[src/hw/rtl/c3f_pkg.sv]
// shared types, widths and register codes for the 3x3 line buffer filter
`timescale 1ns / 1ps

package c3f_pkg;

  // payload widths
  localparam int PIX_W     = 8;
  localparam int COL_W     = 10;
  localparam int ROW_W     = 12;
  localparam int COEF_W    = 16;
  localparam int CFG_W     = 48;
  localparam int CFG_IDX_W = 2;
  localparam int LW_W      = 11;

  // arithmetic widths: 9-bit signed pixel times 16-bit coefficient
  localparam int PROD_W   = 25;
  localparam int ROWSUM_W = 27;
  localparam int SUM_W    = 29;
  localparam int FRAC_W   = 15;

  // queue between front and back
  localparam int QDEPTH  = 4;
  localparam int Q_PTR_W = $clog2(QDEPTH);
  localparam int Q_CNT_W = $clog2(QDEPTH + 1);

  // reset values
  localparam logic [CFG_W-1:0] COEF_TOP_RESET = '0;
  localparam logic [CFG_W-1:0] COEF_MID_RESET = 48'h0000_7FFF_0000;
  localparam logic [CFG_W-1:0] COEF_BOT_RESET = '0;
  localparam logic [LW_W-1:0]  LW_RESET       = 11'd1024;
  localparam logic [LW_W-1:0]  LW_MIN         = 11'd3;
  localparam logic [ROW_W-1:0] ROW_MAX        = 12'hFFF;
  localparam logic [SUM_W-1:0] ROUND_HALF     = 29'd16384;

  // configuration register indexes
  typedef enum logic [CFG_IDX_W-1:0] {
    REG_COEF_TOP   = 2'd0,
    REG_COEF_MID   = 2'd1,
    REG_COEF_BOT   = 2'd2,
    REG_LINE_WIDTH = 2'd3
  } cfg_reg_t;

  // 3x3 window, entry 3*row+col, row 0 is the oldest line
  typedef logic [8:0][PIX_W-1:0] window_t;

  // coefficient rows, column 0 in bits 15:0
  typedef logic [2:0][CFG_W-1:0] coef_set_t;

  // one job handed from front to back
  typedef struct packed {
    window_t          window;
    logic [COL_W-1:0] column;
    logic [ROW_W-1:0] row;
    logic             last;
  } job_t;

endpackage

[src/hw/rtl/c3f_stream_if.sv]


interface c3f_result_if;
  logic                      valid;
  logic                      ready;
  logic [c3f_pkg::PIX_W-1:0] filtered_pixel;
  logic [c3f_pkg::COL_W-1:0] out_column;
  logic [c3f_pkg::ROW_W-1:0] out_row;
  logic                      row_last;

  modport source (output valid, filtered_pixel, out_column, out_row, row_last, input ready);
  modport sink   (input valid, filtered_pixel, out_column, out_row, row_last, output ready);
endinterface

[src/hw/rtl/c3f_back.sv]
// back end: products, row sums, rounding and saturation, output register
`timescale 1ns / 1ps

module c3f_back (
  input  logic               clk,
  input  logic               rst,
  input  c3f_pkg::coef_set_t coef,
  input  logic               job_valid,
  input  c3f_pkg::job_t      job,
  output logic               pop,
  c3f_result_if.source       result_stream
);

  logic en1, en2, en3;

  // stage b1: nine products
  logic                                    v1;
  logic signed [c3f_pkg::PROD_W-1:0]       prod [9];
  logic signed [c3f_pkg::PROD_W-1:0]       prod_next [9];
  logic [c3f_pkg::COL_W-1:0]               col1;
  logic [c3f_pkg::ROW_W-1:0]               row1;
  logic                                    last1;

  // stage b2: three row sums
  logic                                    v2;
  logic signed [c3f_pkg::ROWSUM_W-1:0]     rsum [3];
  logic signed [c3f_pkg::ROWSUM_W-1:0]     rsum_next [3];
  logic [c3f_pkg::COL_W-1:0]               col2;
  logic [c3f_pkg::ROW_W-1:0]               row2;
  logic                                    last2;

  // stage b3: output register
  logic                                    v3;
  logic signed [c3f_pkg::SUM_W-1:0]        total;
  logic [c3f_pkg::PIX_W-1:0]               pix_next;
  logic [c3f_pkg::PIX_W-1:0]               pix3;
  logic [c3f_pkg::COL_W-1:0]               col3;
  logic [c3f_pkg::ROW_W-1:0]               row3;
  logic                                    last3;

  // stall chain
  assign en3 = !v3 || result_stream.ready;
  assign en2 = !v2 || en3;
  assign en1 = !v1 || en2;
  assign pop = job_valid && en1;

  // pixel times signed coefficient, both operands at full product width
  always_comb begin
    for (int r = 0; r < 3; r++) begin
      for (int c = 0; c < 3; c++) begin
        prod_next[3*r+c] =
          $signed({{(c3f_pkg::PROD_W-c3f_pkg::PIX_W){1'b0}}, job.window[3*r+c]}) *
          $signed({{(c3f_pkg::PROD_W-c3f_pkg::COEF_W){
                      coef[r][c3f_pkg::COEF_W*c+c3f_pkg::COEF_W-1]}},
                   coef[r][c3f_pkg::COEF_W*c +: c3f_pkg::COEF_W]});
      end
    end
  end

  // sum each window row
  always_comb begin
    for (int r = 0; r < 3; r++) begin
      rsum_next[r] = c3f_pkg::ROWSUM_W'(prod[3*r]) +
                     c3f_pkg::ROWSUM_W'(prod[3*r+1]) +
                     c3f_pkg::ROWSUM_W'(prod[3*r+2]);
    end
  end

  // total, round half up, clamp to 0..255
  always_comb begin
    total = c3f_pkg::SUM_W'(rsum[0]) + c3f_pkg::SUM_W'(rsum[1]) +
            c3f_pkg::SUM_W'(rsum[2]) + $signed(c3f_pkg::ROUND_HALF);
    if (total[c3f_pkg::SUM_W-1]) begin
      pix_next = '0;
    end else if (|total[c3f_pkg::SUM_W-2:c3f_pkg::FRAC_W+c3f_pkg::PIX_W]) begin
      pix_next = '1;
    end else begin
      pix_next = total[c3f_pkg::FRAC_W +: c3f_pkg::PIX_W];
    end
  end

  // valid bits
  always_ff @(posedge clk) begin
    if (rst) begin
      v1 <= 1'b0;
      v2 <= 1'b0;
      v3 <= 1'b0;
    end else begin
      if (en1) v1 <= job_valid;
      if (en2) v2 <= v1;
      if (en3) v3 <= v2;
    end
  end

  // stage payloads
  always_ff @(posedge clk) begin
    if (en1) begin
      prod  <= prod_next;
      col1  <= job.column;
      row1  <= job.row;
      last1 <= job.last;
    end
    if (en2) begin
      rsum  <= rsum_next;
      col2  <= col1;
      row2  <= row1;
      last2 <= last1;
    end
    if (en3) begin
      pix3  <= pix_next;
      col3  <= col2;
      row3  <= row2;
      last3 <= last2;
    end
  end

  assign result_stream.valid          = v3;
  assign result_stream.filtered_pixel = pix3;
  assign result_stream.out_column     = col3;
  assign result_stream.out_row        = row3;
  assign result_stream.row_last       = last3;

endmodule

[src/flat_wrapper.sv]
// flat-port wrapper written by rule: the top's interface ports become plain ports
module c3f_back_flat 
  (clk, rst, coef, job_valid, job, pop, result_stream_valid, result_stream_filtered_pixel, result_stream_out_column, result_stream_out_row, result_stream_row_last, result_stream_ready);
  c3f_result_if result_stream_i ();
  input  logic clk;
  input  logic rst;
  input  c3f_pkg::coef_set_t coef;
  input  logic job_valid;
  input  c3f_pkg::job_t job;
  output logic pop;
  output wire logic [$bits(result_stream_i.valid)-1:0] result_stream_valid;
  output wire logic [$bits(result_stream_i.filtered_pixel)-1:0] result_stream_filtered_pixel;
  output wire logic [$bits(result_stream_i.out_column)-1:0] result_stream_out_column;
  output wire logic [$bits(result_stream_i.out_row)-1:0] result_stream_out_row;
  output wire logic [$bits(result_stream_i.row_last)-1:0] result_stream_row_last;
  input wire logic [$bits(result_stream_i.ready)-1:0] result_stream_ready;
  assign result_stream_valid = result_stream_i.valid;
  assign result_stream_filtered_pixel = result_stream_i.filtered_pixel;
  assign result_stream_out_column = result_stream_i.out_column;
  assign result_stream_out_row = result_stream_i.out_row;
  assign result_stream_row_last = result_stream_i.row_last;
  assign result_stream_i.ready = result_stream_ready;
  c3f_back u_core (.clk(clk), .rst(rst), .coef(coef), .job_valid(job_valid), .job(job), .pop(pop), .result_stream(result_stream_i));
endmodule
[config.mk]
export PLATFORM = sky130hd
export DESIGN_NAME = c3f_back_flat
export DESIGN_NICKNAME = d
export VERILOG_FILES = /design/src/hw/rtl/c3f_pkg.sv /design/src/hw/rtl/c3f_stream_if.sv /design/src/hw/rtl/c3f_back.sv /design/src/flat_wrapper.sv
export SDC_FILE = /design/constraint.sdc
export NUM_CORES = 2
export LEC_CHECK = 0
export ABC_CLOCK_PERIOD_IN_PS = 15200
export BUFFER_PORTS_ARGS = -buffer_cell sky130_fd_sc_hd__buf_2
export CORE_ASPECT_RATIO = 0.8
export CORE_UTILIZATION = 41
export CTS_CLUSTER_DIAMETER = 40
export DETAILED_ROUTE_END_ITERATION = 7
export HOLD_SLACK_MARGIN = 0.15
export PLACE_DENSITY = 0.65
export SKIP_LAST_GASP = 1
export SLEW_MARGIN = 20
export SYNTH_ARGS = -nofsm -noshare
export SYNTH_HDL_FRONTEND = slang
export SYNTH_SLANG_ARGS = --single-unit
[constraint.sdc]
create_clock -name clk -period 15.2 [get_ports clk]
set_input_delay 2.28 -clock clk [delete_from_list [all_inputs] [get_ports clk]]
set_output_delay 2.28 -clock clk [all_outputs]
set_load 0.03 [all_outputs]
Word level (Yosys, flattened, before mapping)
Index checks and enable logic that the tools add are counted.
- register bits after elaboration: 386
- latch bits: 0
- bits in writable memories: 0
- bits in read-only memories: 0
- input port bits: 243
- logic and storage cells: 52
- memories kept: 0
- $add $sub $neg: 9
- multiply operators: 9
- div/mod/pow operators: 0
- magnitude comparators: 0
- equality and inequality tests: 0
- shift-type cells: 0
- multiplexer cells: 1
- bitwise gates (word level): 0
- reductions and logical operators: 8
- operator list (cell ; number):
    $mul A9 B16 Y25 ; 9
    $add A26 B25 Y27 ; 3
    $add A25 B25 Y26 ; 3
    $add A28 B27 Y29 ; 1
    $add A29 B16 Y29 const B ; 1
    $add A27 B27 Y28 ; 1
    $mux W8 ; 1
    $reduce_or A5 Y1 ; 1
    $logic_not A1 Y1 ; 3
    $logic_or A1 B1 Y1 ; 3
    $logic_and A1 B1 Y1 ; 1

Logic depth before layout (Yosys ltp)
- word-level depth: 5
- depth in mapped cells: 21
- gate-level depth less buffers: 20

Worst setup path before layout
No wires, ideal clock.
- path kind: input port to flip-flop
- from: in result_stream_ready
- to: reg u_core.col1[0] (netlist name) (enable)
- setup time: 2.532 ns
- arrival time: 8.074 ns
- setup slack: 4.595 ns
- stages: 2
- cell sequence: nor2b_1 > nand3_1
- cells in the longest elaborated chain, start to end: 3
- ends and longest elaborated chain (what ; line ; RTL):
    start: declaration ; flat_wrapper.sv:16 ; input wire logic [$bits(result_stream_i.ready)-1:0] result_stream_ready;
    $logic_or A1 B1 Y1 ; c3f_back.sv:42 ; assign en3 = !v3 || result_stream.ready;
    $logic_or A1 B1 Y1 ; c3f_back.sv:43 ; assign en2 = !v2 || en3;
    $logic_or A1 B1 Y1 ; c3f_back.sv:44 ; assign en1 = !v1 || en2;
    end signal: assignment ; c3f_back.sv:99 ; col1 <= job.column;
    end: declaration ; c3f_back.sv:20 ; logic [c3f_pkg::COL_W-1:0] col1;
Every way passes these cells.
A chain may end at the register's enable or synchronous reset.

==> metrics <==
status=complete, no violations; IO Pins=276; post-layout power=16.0 mW; H-tree levels=3; Synth area leaders=fa_1 (34%), edfxtp_1 (19%), ha_1 (12%), inv_1 (8.9%), and2_1 (6.8%); Final Util=45.7%; WS Path Type=input pin to flop; GPL Wtd Cong=0.869; Yosys warning count=0; std cell rows=124; via count=40553; CP Data Arrival Time=7440 ps; core area=143000 um^2; total CTS buffers=70; Worst VDD drop=179 uV; Yosys cell types=70; slew of the pin with the lowest slew margin=1000 ps; crit path buf inv count=4; first-pass GRT wire length=224000 um; mux contribution to synthesized area=0.0337%; Most used DFF post-synth=edfxtp_1; most frequent cell on the critical path=fa_1; synthesized net count=7811; die area=146000 um^2; largest family of logic cells by synthesized area=adder cells; setup violators final=0; Post-Route WL=136000 um; Final Hold Fails=0; share of cells above drive strength 1=6.88%; Setup crit start kind=input pin; total grt overflow=0; Period minus WS final=7080 ps; clk sink count=386; vias in the first global route=42186; Top Family by Delay on Critical Path=adder cells; largest net degree at the start of global routing=78; Nets=8080; M3 GR Usage=2.59%; Post-synth ARST share=0%; EDFF count, synth=383; post-CTS sizing=0; synthesized area=59400 um^2; Crit-path slowest cell=or4b_2; GRT Resource Usage Total=19.3%; post-route ant nets=0; Setup crit start=job[47]; Worst Skew=21.7 ps; CTS Hold Bufs=0; period utilization=46.6%; crit path cell chain=buf_2, nand2_1, fa_1, inv_1, fa_1, inv_1, fa_1, fa_1, inv_1, ha_1, o21ai_0, o21ai_0, a31oi_1, o21ai_0, or4b_2, nand3_1, and4b_1, a21oi_1, xnor2_1; Leak=32.6 nW; CTS root buf=clkbuf_16; worst-skew pair later-pin latency=630 ps; worst r2r src=u_core.prod[151]; setup ws final=8120 ps; Via density=4.95; Setup TNS Final=0 ps; startpoint of the worst hold path=u_core.col2[8]; Max Clk Rate=0.141 GHz; Max clock buf depth=3; GR Util met2=30.8%; Starting DRT DRC Count=2352; Synth Area in Simple Gates=14.1%; met1 usage=27.6%; DRC=0; routed len/inst=16.6 um; drt pass-1 iters=5; Initial Utilization=41.5%; IO buf count=275; Crit Path Max Fanout=16; Mapped Cells=5969; element type at the critical path end=flop; post-synth top area share=34.5%; post-CTS setup buffer count=0; Post-Synth XOR/XNOR Area=3.90%; sequential fraction of the synthesis area=19.5%; Compound-Gate Fraction of Synth Area=6.47%; Slew headroom=33.0%; initial antenna violation count=30; Req. time, crit path=15560 ps; grt peak-use layer=met2; FF+latch count, synth=386; HP Class=flop to flop; pre-CTS setup slack=7600 ps; clock-pin slew on the worst setup and hold paths=60 ps; RSZ-0062 raised after global routing=no; area grow syn2layout=10.2%; hold slack=413 ps; Die H=342 um; Post-Synth Adder-Cell Area=46.6%; width of the die=427 um; CTS tree=done; Slew Limit Fails=0; PD cells=245 nW/um^2; Synth area leader=fa_1; Max stage delay on crit path=680 ps; DP Wirelength=113000 um; syn_area_per_cell=9.94 um^2; max cap viols=0
[cell families (layout without fill, tap and decap cells)]
| group | count (synthesis) | in the layout |
|---|---|---|
| other cells | 0 | 12 |
| mux | 2 | 2 |
| flops | 386 | 386 |
| xor+xnor | 264 | 264 |
| fa+ha+maj | 1599 | 1599 |
| buf+inv | 1483 | 1807 |
| compound gates | 589 | 589 |
| simple gates | 1646 | 1646 |
[flip-flops by register name (all words and copies together) (netlist names)]
name / count
u_core.col1: 10
u_core.col2: 10
u_core.last1: 1
u_core.last2: 1
u_core.prod: 225
u_core.result_stream.filtered_pixel: 8
u_core.result_stream.out_column: 10
u_core.result_stream.out_row: 12
u_core.result_stream.row_last: 1
u_core.result_stream.valid: 1
u_core.row1: 12
u_core.row2: 12
u_core.rsum: 81
u_core.v1: 1
u_core.v2: 1
[per-stage QoR]
step                      area, um^2  instances
after global placement         62800       8056
after CTS                      65400       8183
after detailed placement       62800       8056
after global routing           65400       8194
final                          65400       8195
after floorplan                59400       5969
[cell usage in the layout, fill, tap and decap left out, drive strengths merged, types with 38 or more instances in the layout]
| cell | count |
|---|---|
| clkbuf | 72 |
| o21ai | 104 |
| buf | 279 |
| nor2 | 137 |
| a21o | 70 |
| xnor2 | 192 |
| edfxtp | 383 |
| a211oi | 39 |
| nand3 | 44 |
| ha | 577 |
| inv | 1425 |
| o21a | 38 |
| a21oi | 184 |
| nand2 | 604 |
| nor3 | 55 |
| xor2 | 72 |
| and2 | 645 |
| fa | 1022 |
[area by class of cell]
class / instances / area (um^2)
clock inverters: 55 / 753
flip-flops and latches: 386 / 11600
fillers: 13496 / 77800
diodes: 12 / 30.0
clock buffers: 72 / 1760
repair buffers: 279 / 1410
well taps: 1890 / 2360
multi-input cells: 4100 / 42300
inverters: 1401 / 5260
[routing by layer]
metal,vias up,wire (um)
li1,19126,-
met1,20351,63000
met2,912,63200
met3,154,6900
met4,10,2960
met5,-,53
[worst paths after layout]
path | end | depth (start not counted) | slack [ps]
min reg2reg | u_core.result_stream.out_column[8] | 0 | 410
max reg2reg | u_core.rsum[79] | 13 | 10910
max | u_core.prod[149] | 19 | 8120
min | u_core.result_stream.out_column[8] | 0 | 410
[power by group]
part | switching [mW] | internal, mW | total [mW]
logic | 6.71 | 4.97 | 11.7
registers | 0.384 | 2.30 | 2.68
clock network | 0.622 | 1.05 | 1.67
total | 7.72 | 8.32 | 16.0
[cell usage after synthesis, types with 5 or more instances]
master	instances
nand2b_1	23
o22ai_1	5
inv_1	1401
a31o_2	6
a211o_1	8
o21bai_1	28
nand4b_1	5
o31ai_1	13
nand2_1	604
nand4_1	13
o211ai_1	8
a41oi_1	6
nor3_1	55
o21a_1	38
a31oi_1	19
nand3_1	44
or3_1	18
a211oi_1	39
ha_1	577
a21o_1	70
fa_1	1022
edfxtp_1	383
a21boi_0	10
o21ai_0	102
xnor2_1	192
or2_2	13
clkbuf_1	82
xor2_1	72
a21oi_1	184
and2_1	645
or4_1	5
nor2b_1	30
nor2_1	137
and3_1	32
(Power assumes the default switching activity.)
