===== src/hw/rtl/c3f_pkg.sv =====
// shared types, widths and register codes for the 3x3 line buffer filter
`timescale 1ns / 1ps

package c3f_pkg;

  // payload widths
  localparam int PIX_W     = 8;
  localparam int COL_W     = 10;
  localparam int ROW_W     = 12;
  localparam int COEF_W    = 16;
  localparam int CFG_W     = 48;
  localparam int CFG_IDX_W = 2;
  localparam int LW_W      = 11;

  // arithmetic widths: 9-bit signed pixel times 16-bit coefficient
  localparam int PROD_W   = 25;
  localparam int ROWSUM_W = 27;
  localparam int SUM_W    = 29;
  localparam int FRAC_W   = 15;

  // queue between front and back
  localparam int QDEPTH  = 4;
  localparam int Q_PTR_W = $clog2(QDEPTH);
  localparam int Q_CNT_W = $clog2(QDEPTH + 1);

  // reset values
  localparam logic [CFG_W-1:0] COEF_TOP_RESET = '0;
  localparam logic [CFG_W-1:0] COEF_MID_RESET = 48'h0000_7FFF_0000;
  localparam logic [CFG_W-1:0] COEF_BOT_RESET = '0;
  localparam logic [LW_W-1:0]  LW_RESET       = 11'd1024;
  localparam logic [LW_W-1:0]  LW_MIN         = 11'd3;
  localparam logic [ROW_W-1:0] ROW_MAX        = 12'hFFF;
  localparam logic [SUM_W-1:0] ROUND_HALF     = 29'd16384;

  // configuration register indexes
  typedef enum logic [CFG_IDX_W-1:0] {
    REG_COEF_TOP   = 2'd0,
    REG_COEF_MID   = 2'd1,
    REG_COEF_BOT   = 2'd2,
    REG_LINE_WIDTH = 2'd3
  } cfg_reg_t;

  // 3x3 window, entry 3*row+col, row 0 is the oldest line
  typedef logic [8:0][PIX_W-1:0] window_t;

  // coefficient rows, column 0 in bits 15:0
  typedef logic [2:0][CFG_W-1:0] coef_set_t;

  // one job handed from front to back
  typedef struct packed {
    window_t          window;
    logic [COL_W-1:0] column;
    logic [ROW_W-1:0] row;
    logic             last;
  } job_t;

endpackage


===== src/hw/rtl/c3f_queue.sv =====
// short job queue between front and back
`timescale 1ns / 1ps

module c3f_queue (
  input  logic                        clk,
  input  logic                        rst,
  input  logic                        push_valid,
  input  c3f_pkg::job_t               push_job,
  input  logic                        pop,
  output logic                        pop_valid,
  output c3f_pkg::job_t               pop_job,
  output logic [c3f_pkg::Q_CNT_W-1:0] count
);

  c3f_pkg::job_t                entries [c3f_pkg::QDEPTH];
  logic [c3f_pkg::Q_PTR_W-1:0]  wr_ptr, rd_ptr;
  logic                         do_pop;

  assign pop_valid = (count != '0);
  assign pop_job   = entries[rd_ptr];
  assign do_pop    = pop && pop_valid;

  // pointers and fill count
  always_ff @(posedge clk) begin
    if (rst) begin
      wr_ptr <= '0;
      rd_ptr <= '0;
      count  <= '0;
    end else begin
      if (push_valid) begin
        wr_ptr <= wr_ptr + c3f_pkg::Q_PTR_W'(1);
      end
      if (do_pop) begin
        rd_ptr <= rd_ptr + c3f_pkg::Q_PTR_W'(1);
      end
      count <= count + c3f_pkg::Q_CNT_W'(push_valid) - c3f_pkg::Q_CNT_W'(do_pop);
    end
  end

  // entry storage
  always_ff @(posedge clk) begin
    if (push_valid) begin
      entries[wr_ptr] <= push_job;
    end
  end

endmodule


===== config.mk =====
export PLATFORM = sky130hd
export DESIGN_NAME = c3f_queue
export DESIGN_NICKNAME = d
export VERILOG_FILES = /design/src/hw/rtl/c3f_pkg.sv /design/src/hw/rtl/c3f_queue.sv
export SDC_FILE = /design/constraint.sdc
export NUM_CORES = 1
export LEC_CHECK = 0
export ABC_AREA = 1
export BUFFER_PORTS_ARGS = -buffer_cell sky130_fd_sc_hd__clkbuf_2
export CAP_MARGIN = 20
export CORE_MARGIN = 2
export CORE_UTILIZATION = 50
export DETAILED_ROUTE_END_ITERATION = 16
export PLACE_DENSITY_LB_ADDON = 0.15
export SYNTH_ARGS = -nofsm -noshare
export SYNTH_HDL_FRONTEND = slang
export SYNTH_SLANG_ARGS = --single-unit
export TNS_END_PERCENT = 100

===== constraint.sdc =====
create_clock -name clk -period 3.4 [get_ports clk]
set_input_delay 0.17 -clock clk [delete_from_list [all_inputs] [get_ports clk]]
set_output_delay 0.17 -clock clk [all_outputs]
set_load 0.01 [all_outputs]

# Word-level counts from Yosys, hierarchy flattened
# Memory sizes are Yosys's and may differ from the RTL's. A register that Yosys moved wholly into a read port is not among the register bits.
# Cells that the tools add are included.
[op_classes]
add_sub_neg = 4
n_mux = 4
reduce_logical = 2
[op_table]
columns = ["op", "n"]
rows = [
  ["$add A2 B1 Y2 const B", 2],
  ["$mux W2", 2],
  ["$add A3 B1 Y3", 1],
  ["$reduce_bool A3 Y1", 1],
  ["$sub A3 B1 Y3", 1],
  ["$mux W1", 2],
  ["$logic_and A1 B1 Y1", 1],
]
[totals]
reg_bits = 7
ramBits = 380
in_bits = 99
out_inout_bits = 99
elab_cells = 14
n_memories = 1
[memory_table]
columns = ["name", "depth", "width", "read_ports", "rd_ports_with_merged_regs", "wr", "line_no", "text"]
rows = [
  ["entries", 4, 95, 1, 1, 1, "c3f_queue.sv:15", "c3f_pkg::job_t entries [c3f_pkg::QDEPTH];"],
]

# Depth between registers and ports, before layout
# Gate-level depths: netlist (run 1).
[logic_depth]
ltp_word = 4
mapped_depth = 9
depth_no_buf = 9

# Worst setup path after synthesis (run 1)
# No wires, ideal clock.
[synth_path]
path_type = "flip-flop to flip-flop"
startpoint = "register wr_ptr[0] (netlist name)"
endpoint = "memory entries[2][0] (netlist name), enable pin"
setup_time_ns = 0.449
arrival_time_ns = 2.424
path_slack_ns = 0.527
stages_incl_launch_ff = 5
synth_period_minus_slack_ns = 2.873
path_cell_list = "dfxtp_1 > inv_1 > ha_1 > nand2_1 > inv_1"
[synth_lines]
columns = ["element", "line_no", "text"]
rows = [
  ["start, declared", "c3f_queue.sv:16", "logic [c3f_pkg::Q_PTR_W-1:0] wr_ptr, rd_ptr;"],
  ["start signal, assigned", "c3f_queue.sv:31", "wr_ptr <= wr_ptr + c3f_pkg::Q_PTR_W'(1);"],
  ["end, declared", "c3f_queue.sv:15", ""],
]
# No word-level cell before the write port.

==> impl_metrics.csv, run 1 <==
group,metric,value,unit
global_route,grt_max_degree,191,
clock_network,cts.sinks,389,
final_layout,layout_commonest_cell,"edfxtp_1",
floorplan,core_area,28600,sq um
clock_network,cts-root-buf,"clkbuf_16",
clock_network,cts_tree,"yes",
sta,worstMarginPinSlew,0.830,ns
worst_setup_path,r2r-start,"wr_ptr[0]",
clock_network,cts.htree.levels,2,
synth,synth-seq-area-share,0.798,
power_and_ir_drop,ir_worst_vdd,503,uV
worst_setup_path,worstSetupPathType,"register to output port",
global_route,antenna_found_initial,2,
detailed_routing,drtIter0Drc,622,
final_layout,area_delta_synth_final,23.5,%
final_layout,fin_nets,1378,
detailed_routing,post_drt_via_cell_ratio,5.32,
sta,period_share,0.761,
clock_network,cts_setup_buffers,0,
sta,hold_violations,0,
floorplan,std_cell_rows,62,
global_route,grt_pass1_wl,47.6,mm
synth,synthFlopType,"edfxtp_1",
sta,setup_violations,0,
synth,yosysUniqueCellTypes,21,
clock_network,cts_buffers,41,
detailed_routing,totalWireLength,30.8,mm
synth,syn_area,14500,sq um
synth,synth_compound_area_frac,0.109,
place,dp_hpwl,16.5,mm
synth,synth_top_area_frac,0.786,
floorplan,ios,198,
sta,relSlewSlack,0.447,
floorplan,die_h,174,um
sta,skew,0.0173,ns
power_and_ir_drop,power,12.0,mW
final_layout,utilization,0.626,
flow_run,drv_cap,0,
power_and_ir_drop,p_leak,6.40,nW
synth,avgSynthCellArea,14.8,sq um
final_layout,n_fill_cell,2188,
global_route,gr-usage-all-layers,0.200,
worst_setup_path,cp-start-kind,"register",
power_and_ir_drop,power.density,669,nW/um^2
worst_setup_path,worstPathMaxFanout,100,
synth,async_flop_share,0,
detailed_routing,wl_per_cell,18.3,um
worst_setup_path,required,3.23,ns
synth,netlist_instances,979,
detailed_routing,dr.pass1.iters,5,
synth,syn_nets,1085,
sta,timing.fmax,386,MHz
sta,fin_setup_tns,0,ns
synth,synth_top_family_by_area,"compound AO/OA/AOI/OAI gates",
detailed_routing,antenna_left,0,
worst_setup_path,slowest_stage,"inv_6",
synth,netlist_top_cells_area,"edfxtp_1 (79%), o21ai_0 (6.1%), nor2_1 (5.1%), o22ai_1 (4.1%), dfxtp_1 (1.2%)",
clock_network,worstSkewPairLatency,0.52,ns
global_route,grt_pass1_vias,8923,
worst_setup_path,end_kind,"output port",
final_layout,final_cell_mix,"edfxtp_1 (380), nor2_1 (197), clkbuf_2 (197)",
global_route,grt_overflow,0,
synth,yosys.area.top_type,"edfxtp_1",
detailed_routing,drc,0,
synth,synth_edf_count,380,
sta,fin_crit,2.59,ns
final_layout,fin_cells,1679,
synth,ys_seq_elements,389,
floorplan,die_x,174,um
worst_setup_path,critical_path.cell_chain,"inv_6, buf_4, o21ai_0, o22ai_1, clkbuf_2",
worst_setup_path,cp_slowest_stage_delay,0.47,ns
synth,synth-simple-area-share,0.0547,
worst_setup_path,worstPathArrival,2.42,ns
sta,hold_ws,0.0352,ns
detailed_routing,vias,8927,
final_layout,layout-drive-gt1-share,0.210,
hold_path,hold_path_startpoint,"push_valid",
synth,ys_warn_count,0,
floorplan,dieArea,30400,sq um
run_status,outcome,"finished, final reports clean",
synth,synth_xor_area_frac,0,
sta,slew_violations,0,
place,place.gp.congestion,0.740,
synth,synth_fa_ha_area_frac,0.00655,
synth,synth.area.mux_share,0,
hold_path,hold_path_class,"input pin to register",
clock_network,ctsLongestPathBuffers,3,
place,numPortBuffers,197,
place,dp_cells,1516,
floorplan,initial_utilization,0.507,
sta,rsz0062_at_grt,"false",
clock_network,path_clk_slew,0.06,ns
## sequential cells by signal (all words and copies together) (netlist names), named ones only
name,flops
wr_ptr,2
rd_ptr,2
entries,380
count,3
## Yosys cell counts, types with 5 or more instances
master	count
clkbuf_2	8
buf_2	19
dfxtp_1	9
o21ai_1	14
inv_1	16
clkbuf_1	18
edfxtp_1	380
buf_6	13
ha_1	6
o21ai_0	178
a21oi_1	5
o22ai_1	95
nand2_1	12
nor2_1	197
## logic make-up (layout without fill, tap and decap cells)
group | Yosys count | count (layout)
DFF | 389 | 389
AOI/OAI and AO/OA | 293 | 293
and+or+nand+nor | 211 | 211
buffers and inverters | 79 | 393
adders and majority gates | 7 | 7
other | 0 | 2
## routing by layer
layer	vias to the layer above	GRT usage	wire length (um)
met3	41	0.0440	1900
met4	0	0.0532	554
li1	4262	-	-
met5	-	0	0
met1	4395	0.270	13500
met2	229	0.332	14800
## worst paths after layout
| kind | end | slack (ns) | cells past startpoint |
|---|---|---|---|
| setup / recovery | pop_job[72] | 0.81 | 5 |
| hold / removal | wr_ptr[0] | 0.04 | 3 |
| setup reg to reg | entries[3][20] | 1.50 | 4 |
| hold reg to reg | rd_ptr[0] | 0.49 | 2 |
## worst max-delay path, delay by kind of cell, from the launching register on
family | cells | cell delay [ns]
AO/OA/AOI/OAI | 2 | 0.33
buffers and inverters | 3 | 1.07
flip-flops | 1 | 0.36
## layout make-up
cell class	count	area, sq um	area share
clock buffers	50	1060	0.0591
diodes	2	5.00	0.000279
flip-flops and latches	389	11600	0.647
inverters	18	82.6	0.00460
repair buffers	311	2130	0.119
well taps	384	480	0.0268
clock inverters	14	95.1	0.00530
multi-input cells	511	2480	0.138
## what timing repair did
action	in CTS	in global routing
hold buffers	97	0
endpoints found under the hold margin	383	0
gates resized for setup	0	0
## report_power, final
group          leakage [nW]  total [mW]  internal [mW]  switching (mW)
logic                  2.27        2.47          0.853            1.62
clock network         0.566        3.92           2.27            1.65
registers              3.57        5.60           5.50          0.0979
## through the flow
| stage | area, sq um | setup WS [ns] |
|---|---|---|
| floorplan | 14500 | 0.527 |
| detailed placement | 15800 | 1.32 |
| global placement | 15800 | 1.37 |
| finish | 17900 | 0.812 |
| global route | 17900 | 0.641 |
| CTS | 17900 | 0.765 |
Note: power is estimated with default switching activity, not from simulation.
==> run 2, diff against run 1 <==
ABC_AREA = 0   (was 1)
clock period = 2.2 ns   (was 3.4 ns; I/O delays follow)
==> run 2 against run 1 <==
Net effect:
- sequential power grew 55%
- combinational power grew 38%
- die area shrank 2.0%
- highest routed layer unchanged
- synthesized area shrank 2.1%
- sequential share of layout area shrank 0.25 points
- total power grew 55%
- clock power grew 67%
==> impl_metrics.csv, run 2 <==
group,metric,value,unit
worst_setup_path,r2r_slack,0.19,ns
detailed_routing,wl_per_cell,20.2,um
clock_network,cts-root-buf,"clkbuf_16",
sta,period_share,0.950,
place,place.gp.congestion,0.731,
worst_setup_path,cp-start-kind,"register",
synth,synth_most_common_cell,"edfxtp_1",
sta,fin_crit,2.09,ns
final_layout,layout_commonest_cell,"edfxtp_1",
worst_setup_path,r2r-end,"count[2]",
place,place_area,15700,sq um
detailed_routing,totalWireLength,25.9,mm
synth,avgSynthCellArea,26.2,sq um
worst_setup_path,path_buf_inv,2,
detailed_routing,post_drt_via_cell_ratio,5.27,
worst_setup_path,path_delay_family,"multiplexers",
final_layout,multi_input_area,2410,sq um
synth,synth_common_cells,"edfxtp_1 (380), mux4_2 (95), buf_2 (11)",
final_layout,area_delta_synth_final,26.6,%
floorplan,die_x,173,um
global_route,grt_overflow,0,
floorplan,dieArea,29800,sq um
worst_setup_path,worstPathMaxFanout,29,
synth,syn_nets,648,
worst_setup_path,required,2.09,ns
synth,async_flop_share,0,
final_layout,largest_register_ffs,380,
synth,yosys.area.top_type,"edfxtp_1",
worst_setup_path,critical_path.cell_chain,"buf_16, mux4_2, clkbuf_2",
place,dp_hpwl,14.9,mm
synth,synth-seq-area-share,0.815,
sta,skew,0.00654,ns
clock_network,worstSkewPairLatency,0.52,ns
worst_setup_path,r2r-start,"count[1]",
hold_path,hold_path_class,"input pin to register",
worst_setup_path,endpoint,"pop_job[21]",
synth,syn_area,14200,sq um
synth,ys_warn_count,0,
sta,worstMarginPinSlew,0.530,ns
floorplan,die_h,173,um
detailed_routing,dr.pass1.iters,6,
clock_network,cts.htree.levels,2,
global_route,gr-usage-all-layers,0.177,
sta,rsz0062_at_grt,"false",
sta,hold_ws,0.0157,ns
floorplan,core_area,27900,sq um
sta,timing.fmax,479,MHz
synth,netlist_top_cells_area,"edfxtp_1 (80%), mux4_2 (15%), dfxtp_1 (1.3%), buf_12 (0.84%), ha_1 (0.53%)",
detailed_routing,vias,6748,
sta,slew_violations,0,
clock_network,cts.sinks,389,
power_and_ir_drop,power,18.6,mW
power_and_ir_drop,ir_worst_vdd,830,uV
clock_network,ctsLongestPathBuffers,3,
clock_network,path_clk_slew,0.06,ns
final_layout,n_fill_cell,1844,
worst_setup_path,rr_worst_depth,7,
sta,fin_setup_tns,0,ns
synth,synth_edf_count,380,
final_layout,regArea,11600,sq um
worst_setup_path,slowest_stage,"mux4_2",
floorplan,std_cell_rows,61,
floorplan,initial_utilization,0.511,
sta,hold_violations,0,
global_route,grt_max_degree,67,
sta,setup_violations,0,
global_route,grt_pass1_wl,40.6,mm
clock_network,cts_buffers,39,
synth,ys_seq_elements,389,
worst_setup_path,crit_cells,3,
floorplan,ios,198,
final_layout,top_register,"entries",
synth,synth_top_area_frac,0.802,
final_layout,largest_registers,"entries: 380 flops, count: 3 flops",
synth,synthFlopType,"edfxtp_1",
synth,yosysUniqueCellTypes,20,
worst_setup_path,cp_slowest_stage_delay,0.58,ns
final_layout,final_cell_mix,"edfxtp_1 (380), clkbuf_2 (197), dlygate4sd3_1 (97)",
final_layout,layout-drive-gt1-share,0.414,
sta,relSlewSlack,0.647,
flow_run,drv_cap,0,
global_route,antenna_found_initial,1,
detailed_routing,antenna_left,0,
detailed_routing,drc,0,
place,numPortBuffers,197,
final_layout,stdcell_area,18000,sq um
power_and_ir_drop,power.density,1030,nW/um^2
worst_setup_path,worstPathArrival,1.98,ns
final_layout,fin_nets,978,
power_and_ir_drop,p_leak,6.20,nW
worst_setup_path,end_kind,"output port",
run_status,outcome,"finished, final reports clean",
synth,netlist_instances,542,
worst_setup_path,worstSetupPathType,"register to output port",
global_route,grt_pass1_vias,7401,
clock_network,cts_tree,"yes",
detailed_routing,drtIter0Drc,442,
run 2: how the worst min path moves through the flow:
| stage | cells after the start | slack [ns] | from | end |
|---|---|---|---|---|
| after detailed placement | 1 | 0.33 | push_job[2] | entries[1][2] |
| after floorplan | 0 | 0.21 | push_job[0] | entries[0][0] |
| after CTS | 3 | 0.008 | pop | rd_ptr[1] |
| final | 3 | 0.02 | pop | register |
| after global routing | 3 | 0.06 | pop | register |
| after global placement | 1 | 0.32 | push_job[35] | entries[3][35] |
run 2: cell families (layout without fill, tap and decap cells):
kind of cell | after synthesis | in the layout | synth area share
flops | 389 | 389 | 0.815
mux | 99 | 99 | 0.154
buf+inv | 29 | 389 | 0.0160
simple gates | 14 | 14 | 0.00528
fa+ha+maj | 7 | 7 | 0.00669
compound gates | 2 | 2 | 0.00123
xor+xnor | 2 | 2 | 0.00229
other cells | 0 | 1 | 0
run 2: through the flow:
stage / setup WS [ns] / instances / util
final: 0.111 / 1281 / 0.646
after detailed placement: 0.203 / 1110 / 0.565
after floorplan: 0.0430 / 542 / -
after global routing: 0.00120 / 1281 / 0.646
after CTS: 0.0411 / 1280 / 0.646
after global placement: 0.289 / 1110 / 0.565
run 2: area by class of cell:
cell class | instances | share of cell area
Sequential cell | 389 | 0.644
Multi-Input combinational cell | 124 | 0.134
Timing Repair Buffer | 312 | 0.123
Clock buffer | 49 | 0.0587
Tap cell | 378 | 0.0263
Clock inverter | 22 | 0.0124
Inverter | 6 | 0.00125
Antenna cell | 1 | 0.000139
run 2: per-layer routing:
layer	routed length, um	global-route usage	share of wire	up-vias
met5	0	0	0	-
met4	538	0.0508	0.021	0
met3	1480	0.0369	0.057	49
met2	13200	0.307	0.51	206
met1	10700	0.230	0.41	3495
li1	-	-	-	2998
run 2: timing repair:
action,4_1_cts,5_1_grt
hold buffers,97,0
gates cloned,0,0
resized for setup,0,1
endpoints found under the setup margin,84,2
hold endpoints to repair,385,0
setup buffers,2,0
run 2: worst min-delay path, stage by stage:
cell and delay [ns]:
clkbuf_2 0.09, o311ai_0 0.12, mux2_2 0.18
run 2: where the power goes:
part,internal [mW],total (mW),switching [mW]
Clock,3.98,6.53,2.55
Combinational,1.74,3.40,1.66
Sequential,8.54,8.68,0.135
Total,14.3,18.6,4.34
==> run 3, diff against run 2 <==
CORE_UTILIZATION = 51   (was 50)
SKIP_CTS_REPAIR_TIMING = 1   (was unset)
==> run 3 against run 2 <==
Net effect:
- final area rose by 0.59%
- combinational power rose by 5%
- register-to-register slack improved by 0.02 ns
- clock skew rose by 0.0023 ns
- hold slack got worse by 0.012 ns
- sequential share of layout area fell by 0.38 points
- first-iteration DRC count fell by 6.6%
- fmax fell by 1.3%
- critical path type unchanged
==> impl_metrics.csv, run 3 (synthesis gave the netlist of run 2 again) <==
group,metric,value,unit
final_layout,fin_cells,1289,
worst_setup_path,cp_slowest_stage_delay,0.53,ns
sta,hold_ws,0.00376,ns
final_layout,layout_commonest_cell,"edfxtp_1",
floorplan,initial_utilization,0.515,
place,place.gp.congestion,0.723,
detailed_routing,dr.pass1.iters,6,
detailed_routing,post_drt_via_cell_ratio,5.26,
global_route,grt_overflow,0,
final_layout,fin_nets,988,
final_layout,regArea,11600,sq um
sta,skew,0.00884,ns
floorplan,dieArea,29200,sq um
floorplan,core_area,27600,sq um
detailed_routing,drc,0,
detailed_routing,drtIter0Drc,413,
floorplan,die_x,171,um
worst_setup_path,rr_worst_depth,7,
worst_setup_path,critical_path.cell_chain,"buf_12, clkbuf_16, mux4_2, clkbuf_2",
sta,hold_violations,0,
sta,worstMarginPinSlew,0.474,ns
final_layout,multi_input_area,2410,sq um
final_layout,final_cell_mix,"edfxtp_1 (380), clkbuf_2 (197), dlygate4sd3_1 (96)",
place,dp_hpwl,15.8,mm
place,pre_cts_ws,0.218,ns
worst_setup_path,cp-start-kind,"register",
final_layout,antenna_cells,0,
worst_setup_path,worstPathMaxFanout,19,
floorplan,ios,198,
worst_setup_path,path_buf_inv,3,
global_route,grt_max_degree,52,
power_and_ir_drop,ir_worst_vdd,828,uV
clock_network,cts.htree.levels,2,
hold_path,hold_path_depth,3,
worst_setup_path,worstSetupPathType,"register to output port",
clock_network,cts.sinks,389,
worst_setup_path,slowest_stage,"mux4_2",
detailed_routing,totalWireLength,27.1,mm
hold_path,hold_path_class,"input pin to register",
final_layout,area_delta_synth_final,27.3,%
sta,timing.fmax,473,MHz
sta,setup_slack,0.0840,ns
clock_network,cts-root-buf,"clkbuf_16",
place,dp_cells,1112,
worst_setup_path,required,2.09,ns
floorplan,die_h,171,um
worst_setup_path,worstPathArrival,2.01,ns
clock_network,worstSkewPairLatency,0.52,ns
final_layout,layout-drive-gt1-share,0.418,
worst_setup_path,end_kind,"output port",
detailed_routing,vias,6775,
final_layout,n_fill_cell,1875,
detailed_routing,antenna_left,0,
final_layout,top_register,"entries",
detailed_routing,wl_per_cell,21.0,um
clock_network,cts_tree,"yes",
final_layout,largest_registers,"entries: 380 flops, count: 3 flops",
global_route,antenna_found_initial,0,
global_route,grt_pass1_vias,6978,
flow_run,drv_cap,0,
run_status,outcome,"finished, final reports clean",
sta,setup_violations,0,
worst_setup_path,crit_cells,4,
power_and_ir_drop,power.density,1020,nW/um^2
clock_network,ctsLongestPathBuffers,3,
final_layout,largest_register_ffs,380,
final_layout,stdcell_area,18100,sq um
place,numPortBuffers,197,
worst_setup_path,path_delay_family,"multiplexers",
floorplan,std_cell_rows,61,
sta,slew_violations,0,
global_route,grt_pass1_wl,38.4,mm
clock_network,cts_buffers,40,
sta,relSlewSlack,0.684,
final_layout,utilization,0.655,
sta,period_share,0.962,
power_and_ir_drop,power,18.5,mW
power_and_ir_drop,p_leak,6.24,nW
clock_network,path_clk_slew,0.06,ns
sta,fin_setup_tns,0,ns
sta,fin_crit,2.12,ns
global_route,gr-usage-all-layers,0.176,
place,place_area,15800,sq um
-- run 3: changes by cell type in the layout (fill, tap and decap cells not counted), moves of 2 or more --
cell,delta
clkbuf_16,+2
inv_6,+2
bufinv_16,-3
buf_12,+6
clkinv_1,+3
-- run 3: layout make-up --
type | count | share of cell area
clock buffer | 48 | 0.0581
clock inverter | 23 | 0.00871
inverter | 6 | 0.00124
multi-input combinational | 124 | 0.133
sequential | 389 | 0.641
tap | 378 | 0.0261
timing repair buffer | 321 | 0.132
-- run 3: worst paths after layout --
check                to        from  slack (ns)
max          pop_job[9]    register        0.08
min           wr_ptr[0]  push_valid       0.004
max reg2reg    count[2]    count[1]        0.21
min reg2reg    register   rd_ptr[1]        0.56
-- run 3: worst min-delay path: stages --
cell,delay [ns]
clkbuf_2,0.19
xnor2_1,0.10
nor2_1,0.08
-- run 3: routing by layer --
| metal | vias to the layer above | global-route usage | routed length (um) |
|---|---|---|---|
| li1 | 3017 | - | - |
| met2 | 235 | 0.303 | 14000 |
| met3 | 46 | 0.0534 | 1860 |
| met1 | 3477 | 0.217 | 10600 |
| met5 | - | 0 | 0 |
| met4 | 0 | 0.0523 | 604 |
-- run 3: report_power, final --
part | switching, mW | internal, mW
clock network | 2.57 | 3.63
logic | 1.69 | 1.87
registers | 0.167 | 8.54
total | 4.42 | 14.0
